--- config.mk ---
export PLATFORM = sky130hd
export DESIGN_NAME = radix_digit_converter
export DESIGN_NICKNAME = d
export VERILOG_FILES = /design/src/design/rdc_pkg.sv /design/src/design/rdc_divider.sv /design/src/design/rdc_digit_stack.sv /design/src/design/radix_digit_converter.sv
export SDC_FILE = /design/constraint.sdc
export NUM_CORES = 1
export LEC_CHECK = 0
export BUFFER_PORTS_ARGS = -buffer_cell sky130_fd_sc_hd__buf_2
export CAP_MARGIN = 10
export CORE_MARGIN = 5
export CORE_UTILIZATION = 55
export CTS_BUF_LIST = sky130_fd_sc_hd__clkbuf_16
export DETAILED_ROUTE_END_ITERATION = 10
export PLACE_DENSITY_LB_ADDON = 0.25
export SLEW_MARGIN = 40
export SYNTH_ARGS = -nofsm -noshare
export SYNTH_HDL_FRONTEND = slang
export SYNTH_SLANG_ARGS = --single-unit
--- constraint.sdc ---
create_clock -name i_clk -period 6.3 [get_ports i_clk]
set_input_delay 0.315 -clock i_clk [delete_from_list [all_inputs] [get_ports i_clk]]
set_output_delay 0.315 -clock i_clk [all_outputs]
set_load 0.05 [all_outputs]
--- src/design/rdc_pkg.sv ---
`timescale 1ns / 1ps
// ----------------------------------------------------------------------------
// rdc_pkg
// Shared constants and types of the radix digit converter.
// ----------------------------------------------------------------------------
package rdc_pkg;

    localparam int DIGIT_BITS = 8;

    localparam logic [DIGIT_BITS-1:0] RADIX_RESET = 8'd2;
    localparam logic [DIGIT_BITS-1:0] RADIX_MIN   = 8'd2;

    typedef struct packed {
        logic push;
        logic pop;
    } t_stack_ctrl;

endpackage

--- src/design/rdc_divider.sv ---
`timescale 1ns / 1ps
// ----------------------------------------------------------------------------
// rdc_divider
// Bit-serial restoring divider: dividend by an 8-bit base, one quotient bit
// per cycle, remainder and quotient-nonzero flag at the end.
// ----------------------------------------------------------------------------
module rdc_divider #(
    parameter int VALUE_BITS = 31
) (
    input  logic                           i_clk,
    input  logic                           i_rst_n,
    input  logic                           i_load,
    input  logic                           i_first,
    input  logic [VALUE_BITS-1:0]          i_value,
    input  logic [rdc_pkg::DIGIT_BITS-1:0] i_base,
    output logic                           o_done,
    output logic [rdc_pkg::DIGIT_BITS-1:0] o_rem,
    output logic                           o_nonzero
);

    localparam int CNT_W = $clog2(VALUE_BITS);

    logic                           r_busy;
    logic                           r_done;
    logic [CNT_W-1:0]               r_cnt;
    logic [VALUE_BITS-1:0]          r_quo;
    logic [rdc_pkg::DIGIT_BITS-1:0] r_rem;
    logic                           r_nz;

    logic [rdc_pkg::DIGIT_BITS:0]   w_trial;
    logic [rdc_pkg::DIGIT_BITS:0]   w_diff;
    logic                           w_ge;
    logic [rdc_pkg::DIGIT_BITS-1:0] n_rem;

    always_comb begin
        w_trial = {r_rem, r_quo[VALUE_BITS-1]};
        w_diff  = w_trial - {1'b0, i_base};
        w_ge    = (w_trial >= {1'b0, i_base});
        // partial remainder stays below the base, so it fits in a digit
        n_rem   = w_ge ? w_diff[rdc_pkg::DIGIT_BITS-1:0] : w_trial[rdc_pkg::DIGIT_BITS-1:0];
    end

    always_ff @(posedge i_clk) begin
        if (!i_rst_n) begin
            r_busy <= 1'b0;
            r_done <= 1'b0;
            r_cnt  <= '0;
        end else begin
            r_done <= 1'b0;
            if (i_load) begin
                r_busy <= 1'b1;
                r_cnt  <= '0;
            end else if (r_busy) begin
                if (r_cnt == CNT_W'(VALUE_BITS - 1)) begin
                    r_busy <= 1'b0;
                    r_done <= 1'b1;
                end
                r_cnt <= r_cnt + 1'b1;
            end
        end
    end

    always_ff @(posedge i_clk) begin
        if (i_load) begin
            // next division works on the previous quotient unless a new value starts
            if (i_first) begin
                r_quo <= i_value;
            end
            r_rem <= '0;
            r_nz  <= 1'b0;
        end else if (r_busy) begin
            r_quo <= {r_quo[VALUE_BITS-2:0], w_ge};
            r_rem <= n_rem;
            r_nz  <= r_nz | w_ge;
        end
    end

    assign o_done    = r_done;
    assign o_rem     = r_rem;
    assign o_nonzero = r_nz;

endmodule

--- src/design/rdc_digit_stack.sv ---
`timescale 1ns / 1ps
// ----------------------------------------------------------------------------
// rdc_digit_stack
// Shift-register digit stack: push shifts in at the top, pop shifts down.
// When full the oldest digit falls off the bottom end.
// ----------------------------------------------------------------------------
module rdc_digit_stack #(
    parameter int DEPTH = 31
) (
    input  logic                           i_clk,
    input  logic                           i_rst_n,
    input  rdc_pkg::t_stack_ctrl           i_ctrl,
    input  logic [rdc_pkg::DIGIT_BITS-1:0] i_digit,
    output logic [rdc_pkg::DIGIT_BITS-1:0] o_top,
    output logic                           o_single
);

    localparam int CNT_W = $clog2(DEPTH + 1);

    logic [rdc_pkg::DIGIT_BITS-1:0] r_stk [DEPTH];
    logic [CNT_W-1:0]               r_count;

    always_ff @(posedge i_clk) begin
        if (!i_rst_n) begin
            r_count <= '0;
        end else if (i_ctrl.push) begin
            // saturates: the window keeps the most recent digits
            if (r_count != CNT_W'(DEPTH)) begin
                r_count <= r_count + 1'b1;
            end
        end else if (i_ctrl.pop) begin
            r_count <= r_count - 1'b1;
        end
    end

    always_ff @(posedge i_clk) begin
        if (i_ctrl.push) begin
            r_stk[0] <= i_digit;
            for (int i = 1; i < DEPTH; i++) begin
                r_stk[i] <= r_stk[i-1];
            end
        end else if (i_ctrl.pop) begin
            for (int i = 0; i < DEPTH - 1; i++) begin
                r_stk[i] <= r_stk[i+1];
            end
        end
    end

    assign o_top    = r_stk[0];
    assign o_single = (r_count == CNT_W'(1));

endmodule

--- src/design/radix_digit_converter.sv ---
`timescale 1ns / 1ps
// ----------------------------------------------------------------------------
// radix_digit_converter
// Converts a non-negative integer into its digits in a programmable radix,
// most significant digit first, by repeated bit-serial division.
// ----------------------------------------------------------------------------
// Usage
//   Configuration: i_cfg_we writes i_cfg_radix into the radix register
//   (reset value 2). A radix of 0 or 1 is taken as 2. Write only while idle.
//   Input: a transaction is taken at a clock edge with start high and busy
//   low; i_value is sampled there and busy stays high until the last digit
//   has been issued.
//   Output: each digit appears on o_digit for one cycle with o_valid high;
//   o_last marks the least significant digit. The receiver cannot stall.
//   Timing: each digit comes from the serial divider at one quotient bit
//   per cycle. The digits of a value are divided one after another, then
//   popped from the stack through the output register and shown at one
//   digit per cycle; busy drops with the last digit, so the next
//   transaction may start in the cycle in which o_last is shown.
//   More digits than MAX_DIGITS: the least significant ones are dropped.
//   Reset: synchronous, clears the control state and sets the radix to 2.
// ----------------------------------------------------------------------------
module radix_digit_converter #(
    parameter int VALUE_BITS = 31,
    parameter int MAX_DIGITS = 31
) (
    input  logic                           i_clk,
    input  logic                           i_rst_n,
    input  logic                           i_cfg_we,
    input  logic [rdc_pkg::DIGIT_BITS-1:0] i_cfg_radix,
    input  logic                           start,
    output logic                           busy,
    input  logic [VALUE_BITS-1:0]          i_value,
    output logic                           o_valid,
    output logic [rdc_pkg::DIGIT_BITS-1:0] o_digit,
    output logic                           o_last
);

    typedef enum logic [2:0] {
        S_IDLE = 3'b001,
        S_DIV  = 3'b010,
        S_EMIT = 3'b100
    } t_state;

    t_state                         r_state;
    t_state                         n_state;
    logic [rdc_pkg::DIGIT_BITS-1:0] r_radix;
    logic [rdc_pkg::DIGIT_BITS-1:0] r_base;
    logic                           r_valid;
    logic [rdc_pkg::DIGIT_BITS-1:0] r_digit;
    logic                           r_last;

    logic                           w_div_load;
    logic                           w_div_first;
    logic                           w_div_done;
    logic [rdc_pkg::DIGIT_BITS-1:0] w_div_rem;
    logic                           w_div_nz;
    rdc_pkg::t_stack_ctrl           w_stk_ctrl;
    logic [rdc_pkg::DIGIT_BITS-1:0] w_stk_top;
    logic                           w_stk_single;

    rdc_divider #(
        .VALUE_BITS(VALUE_BITS)
    ) u_div (
        .i_clk    (i_clk),
        .i_rst_n  (i_rst_n),
        .i_load   (w_div_load),
        .i_first  (w_div_first),
        .i_value  (i_value),
        .i_base   (r_base),
        .o_done   (w_div_done),
        .o_rem    (w_div_rem),
        .o_nonzero(w_div_nz)
    );

    rdc_digit_stack #(
        .DEPTH(MAX_DIGITS)
    ) u_stack (
        .i_clk   (i_clk),
        .i_rst_n (i_rst_n),
        .i_ctrl  (w_stk_ctrl),
        .i_digit (w_div_rem),
        .o_top   (w_stk_top),
        .o_single(w_stk_single)
    );

    always_comb begin
        n_state         = r_state;
        w_div_load      = 1'b0;
        w_div_first     = 1'b0;
        w_stk_ctrl.push = 1'b0;
        w_stk_ctrl.pop  = 1'b0;
        unique case (r_state)
            S_IDLE: begin
                if (start) begin
                    w_div_load  = 1'b1;
                    w_div_first = 1'b1;
                    n_state     = S_DIV;
                end
            end
            S_DIV: begin
                if (w_div_done) begin
                    w_stk_ctrl.push = 1'b1;
                    // quotient still nonzero: divide it again straight away
                    if (w_div_nz) begin
                        w_div_load = 1'b1;
                    end else begin
                        n_state = S_EMIT;
                    end
                end
            end
            S_EMIT: begin
                w_stk_ctrl.pop = 1'b1;
                if (w_stk_single) begin
                    n_state = S_IDLE;
                end
            end
            default: begin
                n_state = S_IDLE;
            end
        endcase
    end

    always_ff @(posedge i_clk) begin
        if (!i_rst_n) begin
            r_state <= S_IDLE;
            r_radix <= rdc_pkg::RADIX_RESET;
            r_valid <= 1'b0;
        end else begin
            r_state <= n_state;
            r_valid <= (r_state == S_EMIT);
            if (i_cfg_we) begin
                r_radix <= i_cfg_radix;
            end
        end
    end

    always_ff @(posedge i_clk) begin
        if (r_state == S_IDLE && start) begin
            r_base <= (r_radix < rdc_pkg::RADIX_MIN) ? rdc_pkg::RADIX_MIN : r_radix;
        end
        if (r_state == S_EMIT) begin
            r_digit <= w_stk_top;
            r_last  <= w_stk_single;
        end
    end

    assign busy    = (r_state != S_IDLE);
    assign o_valid = r_valid;
    assign o_digit = r_digit;
    assign o_last  = r_last;

    a_emit_strobe: assert property (@(posedge i_clk) disable iff (!i_rst_n)
        (r_state == S_EMIT) |=> o_valid)
        else $error("digit not issued after an output cycle");

    a_last_gap: assert property (@(posedge i_clk) disable iff (!i_rst_n)
        (o_valid && o_last) |=> !o_valid)
        else $error("digit issued after the last digit of a transaction");

    a_done_in_div: assert property (@(posedge i_clk) disable iff (!i_rst_n)
        w_div_done |-> (r_state == S_DIV))
        else $error("divider finished outside the division phase");

    a_stack_excl: assert property (@(posedge i_clk) disable iff (!i_rst_n)
        !(w_stk_ctrl.push && w_stk_ctrl.pop))
        else $error("digit stack pushed and popped together");

    a_idle_quiet: assert property (@(posedge i_clk) disable iff (!i_rst_n)
        (r_state == S_IDLE) |-> !w_stk_ctrl.push && !w_stk_ctrl.pop)
        else $error("digit stack moved while idle");

endmodule

==> out/qor.yml, run 1 <==
synthesis:
  synth_edf_count: 296
  syn_avg_cell_area_sq_um: 15.6
  synthArstFlopShare: 0
  synth.top_cells.by_count: "edfxtp_1 (296), mux2_2 (237), nand2_1 (102), dfxtp_1 (33), buf_2 (30)"
  yosys-top-cells-area: "edfxtp_1 (63%), mux2_2 (19%), dfxtp_1 (4.7%), nand2_1 (2.7%), ha_1 (1.2%)"
  synth_cell_types: 50
  synth_seq_cells: 329
  yosys.cell_count.top_type: "edfxtp_1"
  synth_area_sq_um: 14100
  synth_warnings: 0
  synth_area_leader_cell: "edfxtp_1"
  yosys.area.top_type_share: 0.630
  syn_inst: 904
  ys_seq_area_frac: 0.677
  syn_nets: 962
  synth_ff_type: "edfxtp_1"
timing:
  final_max_slew_viol_count: 0
  finClkSkew_ps: 14.7
  hold_violations: 0
  period_share: 0.424
  finalSetupViolations: 0
  setup-tns-final_ps: 0
  slew_headroom: 0.452
  fin_crit_ps: 2670
  rsz0062_at_grt: "no"
  tightest_slew_ps: 821
  fin_ws_ps: 3630
  timing.hold.ws_ps: 39.0
  fmax_mhz: 374
placement:
  dp_hpwl_um: 12400
  place_congestion: 0.760
  io_buffers: 53
  dp_slack_ps: 3590
critical_path:
  r2r_cells: 4
  crit_end: "u_stack.r_stk[14][2]$_DFFE_PP_"
  critPathSlowestCell: "buf_12"
  r2r-start: "r_state[2]$_SDFFE_PN0P_"
  worstReg2RegEnd: "u_stack.r_stk[14][2]$_DFFE_PP_"
  r2r_slack_ps: 3630
  crit_chain: "nor3b_4 > buf_12 > or2_4 > buf_12"
  required_ps: 6430
  crit_arrival_ps: 2800
  cpMostUsedCell: "buf_12"
  cp-end-kind: "flop"
  crit_start: "r_state[2]$_SDFFE_PN0P_"
  crit_type: "reg2reg"
  cpPeakStageDelay_ps: 580
  critPathLaunchType: "flop"
  crit_path_max_fanout: 159
cells_and_area:
  syn_to_final_growth_pct: 12.1
  fin_nets: 1011
  postLayoutCoreUtil: 0.626
  antenna_cells: 0
  final_layout_size_suffix_gt1_frac: 0.368
die:
  die_h_um: 170
  die_x_um: 170
  die_area_sq_um: 29000
  core_area_sq_um: 25300
  num_rows: 58
  num_io_pins: 54
  initial_utilization: 0.559
routing:
  vias_per_cell: 5.45
  drt_iter0_markers: 569
  first_pass_iters: 4
  routedWlPerCell_um: 16.3
  vias: 7132
  drt-total-wl_um: 21400
  ant_nets: 0
  drc: 0
grt:
  grt-ovfl-total: 0
  grt_max_degree: 160
  grt_pass1_wl_um: 35200
  track_usage: 0.146
  grt_pass1_vias: 7018
  antenna_found_initial: 0
power_and_ir_drop:
  p_leak_nw: 5.52
  power_mw: 4.79
  power_density_nw_per_um2: 303
  peakVddDrop_mv: 0.288
clocking:
  hold_buffers: 0
  cts_made_buffers: 35
  tritoncts: "built"
  root_buffer: "clkbuf_16"
  postCtsSetupRepairBufs: 0
  cts_buffer_depth: 3
  cts_resized: 0
  clk_latency_ps: 510
  cts_num_sinks: 329
  htree_num_levels: 2
  clkTransAtPathRegs_ps: 60
run_status:
  outcome: "finished clean"
worst_hold_path:
  min_path_type: "in2reg"
  worstHoldStart: "i_cfg_radix[1]"
flow_run:
  maxCapViolations: 0
where the power goes:
part           internal, mW  switching [mW]
Combinational         0.123           0.170
Clock                  1.22           0.811
Sequential             2.42          0.0369
Total                  3.77            1.02
cell type report:
type,count,area [sq um]
clock buffer,37,926
clock inverter,25,218
fill,1827,9440
inverter,18,67.6
multi-input combinational,509,4290
sequential,329,9550
tap,330,413
timing repair buffer,60,350
registers in the layout, indices dropped and copies added (netlist names), 3 cells and up:
register and cells:
r_base 8, o_digit 8, u_div.r_quo 31, u_div.r_cnt 5, r_state 3, u_div.o_rem 8
u_stack.r_count 5, r_radix 8, u_stack.r_stk 248
metal layers:
layer | part of all wire | vias to the layer above | global-route usage | wire length, um
li1 | - | 3481 | - | -
met2 | 0.45 | 95 | 0.217 | 9710
met1 | 0.49 | 3520 | 0.219 | 10500
met5 | 0 | - | 0 | 0
met3 | 0.035 | 36 | 0.0290 | 744
met4 | 0.021 | 0 | 0.0462 | 450
kinds of logic (layout without fill, tap and decap cells):
family	count (synthesis)	after routing	share of synthesized area
adder cells (fa/ha/maj)	15	15	0.0138
buffers and inverters	66	140	0.0208
multiplexers	250	250	0.198
AO/OA/AOI/OAI	53	53	0.0236
AND/OR/NAND/NOR	180	180	0.0597
XOR/XNOR	11	11	0.00683
flip-flops	329	329	0.677
worst min path at each step:
| stage | slack (ps) | cells past startpoint | endpoint |
|---|---|---|---|
| after floorplan | 420 | 0 | o_digit[0]$_DFFE_PP_ |
| after detailed placement | 430 | 0 | u_stack.r_stk[30][6]$_DFFE_PP_ |
| after global placement | 430 | 0 | u_stack.r_stk[30][2]$_DFFE_PP_ |
| after CTS | 20 | 3 | r_radix[1]$_SDFFE_PN1P_ |
| after global routing | 50 | 3 | r_radix[1]$_SDFFE_PN1P_ |
| final | 40 | 3 | r_radix[1]$_SDFFE_PN1P_ |
through the flow:
step	cells	area (sq um)
floorplan	904	14100
detailed placement	1246	14700
global placement	1246	14700
global route	1308	15800
CTS	1308	15800
finish	1308	15800
worst max-delay path: cells and delay by family, from the launching register on:
kind          cells  cell delay, ps
buf+inv           2            1150
simple gates      2             550
flops             1             470
placed cells by master (no fill, tap or decap), types with 3 or more instances in the layout:
cell type	count
xor2_1	8
ha_1	14
nor3_1	3
and2_1	5
edfxtp_1	296
nand3_1	6
mux2i_1	13
nor2_1	21
bufinv_16	4
inv_1	23
mux2_2	237
dfxtp_1	33
o21ai_0	17
nand2_1	102
buf_2	53
nand2b_1	8
clkinv_1	5
nand4_1	4
clkinv_2	8
buf_4	3
nor2b_1	13
xnor2_1	3
a21oi_1	11
a21o_1	4
clkbuf_16	37
Power figures use the tool's default switching activity.
==> run 2: changes to the inputs <==
--- a/config.mk
+++ b/config.mk
@@ -5,6 +5,7 @@
 export SDC_FILE = /design/constraint.sdc
 export NUM_CORES = 1
 export LEC_CHECK = 0
+export ABC_AREA = 1
 export BUFFER_PORTS_ARGS = -buffer_cell sky130_fd_sc_hd__buf_2
 export CAP_MARGIN = 10
 export CORE_MARGIN = 5
==> constraint.sdc (replaced) <==
create_clock -name i_clk -period 2.2 [get_ports i_clk]
set_input_delay 0.11 -clock i_clk [delete_from_list [all_inputs] [get_ports i_clk]]
set_output_delay 0.11 -clock i_clk [all_outputs]
set_load 0.05 [all_outputs]
==> run 2 against run 1 <==
- sequential cell count unchanged
- first-iteration DRC count up 53%
- total power rose to 3.7 times the previous value
- sequential power rose to 3.4 times the previous value
- utilization up 2.8 points
- global-route usage up 3.3 points
- largest power group unchanged
- critical path depth up 3
==> out/qor.yml, run 2 <==
power_and_ir_drop:
  power.share.sequential: 0.476  # -0.037
  p_leak_nw: 6.95  # +26%
  pwr-share-comb: 0.192  # +0.131
  p_sw_mw: 4.97  # +390%
  power_switching_share: 0.279  # +0.0666
  peakVddDrop_mv: 0.729  # +150%
  clock_power_share: 0.332  # -0.093
  power_density_nw_per_um2: 1080  # +260%
  intPower_mw: 12.8  # +240%
synthesis:
  syn_inst: 1427  # +58%
  synth_area_sq_um: 14100  # about the same
  yosys-top-cells-area: "edfxtp_1 (63%), nand2_1 (19%), dfxtp_1 (4.7%), o21ai_0 (3.6%), inv_1 (2.3%)"
  synth_seq_cells: 329  # unchanged
  synthArstFlopShare: 0  # unchanged
  yosys.area.top_type_share: 0.630  # about the same
  synth_warnings: 0  # unchanged
  synth.top_cells.by_count: "nand2_1 (710), edfxtp_1 (296), o21ai_0 (101), inv_1 (86), clkbuf_1 (57)"
  synth_ff_type: "edfxtp_1"
  synth_area_leader_cell: "edfxtp_1"
  syn_nets: 1485  # +54%
  syn_avg_cell_area_sq_um: 9.89  # -37%
  yosys.cell_count.top_type: "nand2_1"
  synth_edf_count: 296  # unchanged
  ys_seq_area_frac: 0.677  # about the same
  synth_cell_types: 25  # -50%
timing:
  fin_crit_ps: 2060
  finClkSkew_ps: 13.1  # -1.65 ps
  period_share: 0.936
  hold_violations: 0  # unchanged
  timing.hold.ws_ps: 48.7  # +9.72 ps
  slew_headroom: 0.564  # +0.112
  rsz0062_at_grt: "no"
  tightest_slew_ps: 654  # -167 ps
  fmax_mhz: 486
  final_max_slew_viol_count: 0  # unchanged
  finalSetupViolations: 0  # unchanged
critical_path:
  cp-end-kind: "flop"
  crit_path_max_fanout: 17  # -89%
  critPathLaunchType: "input port"
  crit_arrival_ps: 2450  # -350 ps
  required_ps: 2590  # -3840 ps
  crit_type: "in2reg"
routing:
  vias_per_cell: 5.17  # -5.1%
  vias: 9704  # +36%
  first_pass_iters: 5  # +1
  drt-total-wl_um: 25300  # +18%
  ant_nets: 0  # unchanged
  routedWlPerCell_um: 13.5  # -17%
  drt_iter0_markers: 872  # +53%
  drc: 0  # unchanged
clocking:
  cts_made_buffers: 35  # unchanged
  postCtsSetupRepairBufs: 0  # unchanged
  clk_latency_ps: 500  # about the same
  htree_num_levels: 2  # unchanged
  root_buffer: "clkbuf_16"
  tritoncts: "built"
  cts_num_sinks: 329  # unchanged
  cts_buffer_depth: 3  # unchanged
  clkTransAtPathRegs_ps: 60  # about the same
cells_and_area:
  largest_reg_flops: 248  # unchanged
  antenna_cells: 0  # unchanged
  final_cell_mix: "nand2_1 (706), edfxtp_1 (296), o21ai_0 (101)"
  final_layout_size_suffix_gt1_frac: 0.0957  # -0.272
  syn_to_final_growth_pct: 17.2
  reg.largest.list: "u_stack.r_stk (248), u_div.r_quo (31)"
  final_common_cell: "nand2_1"
  stdcell_count: 1876  # +43%
  top_register: "u_stack.r_stk"
  fin_nets: 1579  # +56%
grt:
  grt_pass1_wl_um: 43700  # +24%
  grt_max_degree: 162  # +1.3%
  track_usage: 0.179  # +0.0329
  antenna_found_initial: 0  # unchanged
  grt_pass1_vias: 9420  # +34%
  grt-ovfl-total: 0  # unchanged
placement:
  dp_hpwl_um: 15000  # +21%
  placed_cells: 1766  # +42%
  place_congestion: 0.818  # +7.7%
  io_buffers: 53  # unchanged
die:
  initial_utilization: 0.559  # about the same
  die_x_um: 170  # about the same
  die_area_sq_um: 29000  # about the same
  num_io_pins: 54  # unchanged
  num_rows: 58  # unchanged
  die_h_um: 170  # about the same
  core_area_sq_um: 25300  # unchanged
flow_run:
  maxCapViolations: 0  # unchanged
worst_hold_path:
  min_path_type: "in2reg"
run_status:
  outcome: "finished clean"
[run 2: cell types whose count changed after synthesis, moves of 22 or more]
cell	before	now
o21ai_0	17	101
mux2_2	237	0
clkbuf_1	17	57
nand2_1	102	710
nand3_1	6	28
inv_1	18	86
[run 2: area by class of cell]
| class | instances | area, sq um |
|---|---|---|
| inverter | 89 | 342 |
| timing repair buffer | 126 | 1050 |
| multi-input combinational | 940 | 4010 |
| sequential | 329 | 9550 |
| clock inverter | 24 | 215 |
| fill | 1972 | 8720 |
| clock buffer | 38 | 951 |
| tap | 330 | 413 |
[run 2: kinds of logic (layout without fill, tap and decap cells)]
group / Yosys count / count (layout) / share of synthesized area
AND/OR/NAND/NOR: 791 / 791 / 0.216
buffers and inverters: 158 / 277 / 0.0431
flip-flops: 329 / 329 / 0.677
AO/OA/AOI/OAI: 127 / 127 / 0.0459
XOR/XNOR: 7 / 7 / 0.00435
adder cells (fa/ha/maj): 15 / 15 / 0.0138
[run 2: worst max-delay path, stage by stage]
cell and delay (ps):
dlygate4sd3_1 520, buf_2 300, inv_1 140, a21oi_1 170, dlygate4sd3_1 570, o21ai_0 70, dlygate4sd3_1 550
[run 2: power by group through the flow]
stage	logic, mW	clock network [mW]	registers [mW]
finish	3.42	5.91	8.46
global route	3.93	6.32	8.54
CTS	3.44	6.04	8.45
detailed placement	3.36	0	8.56
global placement	3.25	0	8.55
floorplan	2.47	0	8.52
[run 2: worst paths after layout]
kind / cells past startpoint / endpoint / startpoint / slack, ps
worst min register to register: 0 / u_stack.r_stk[30][5]$_DFFE_PP_ / u_stack.r_stk[29][5]$_DFFE_PP_ / 450
worst max register to register: 10 / u_div.r_quo[0]$_DFFE_PP_ / r_base[3]$_SDFFCE_PN0P_ / 220
worst max-delay path: 7 / r_radix[1]$_SDFFE_PN1P_ / i_rst_n / 140
worst min-delay path: 3 / r_radix[0]$_SDFFE_PN0P_ / i_cfg_we / 50
[run 2: what timing repair did]
action | CTS | global route
hold endpoints to repair | 44 | 0
setup endpoints to repair | 0 | 0
gates resized for setup | 0 | 0
hold buffers | 48 | 0
[run 2: metrics by stage]
stage	utilization	power, mW	setup TNS (ps)	setup slack, ps	area [sq um]
finish	0.655	17.8	0	141	16500
global route	0.655	18.8	0	37.0	16500
floorplan	-	11.0	-170	-88.5	14200
CTS	0.655	17.9	0	239	16500
detailed placement	0.589	11.9	0	244	14900
global placement	0.589	11.8	0	328	14900
[run 2: routing by layer]
| metal | part of all wire | track usage | wire, um |
|---|---|---|---|
| met5 | 0 | 0 | 0 |
| met4 | 0.020 | 0.0528 | 515 |
| met3 | 0.046 | 0.0283 | 1180 |
| met2 | 0.48 | 0.294 | 12200 |
| met1 | 0.45 | 0.250 | 11500 |
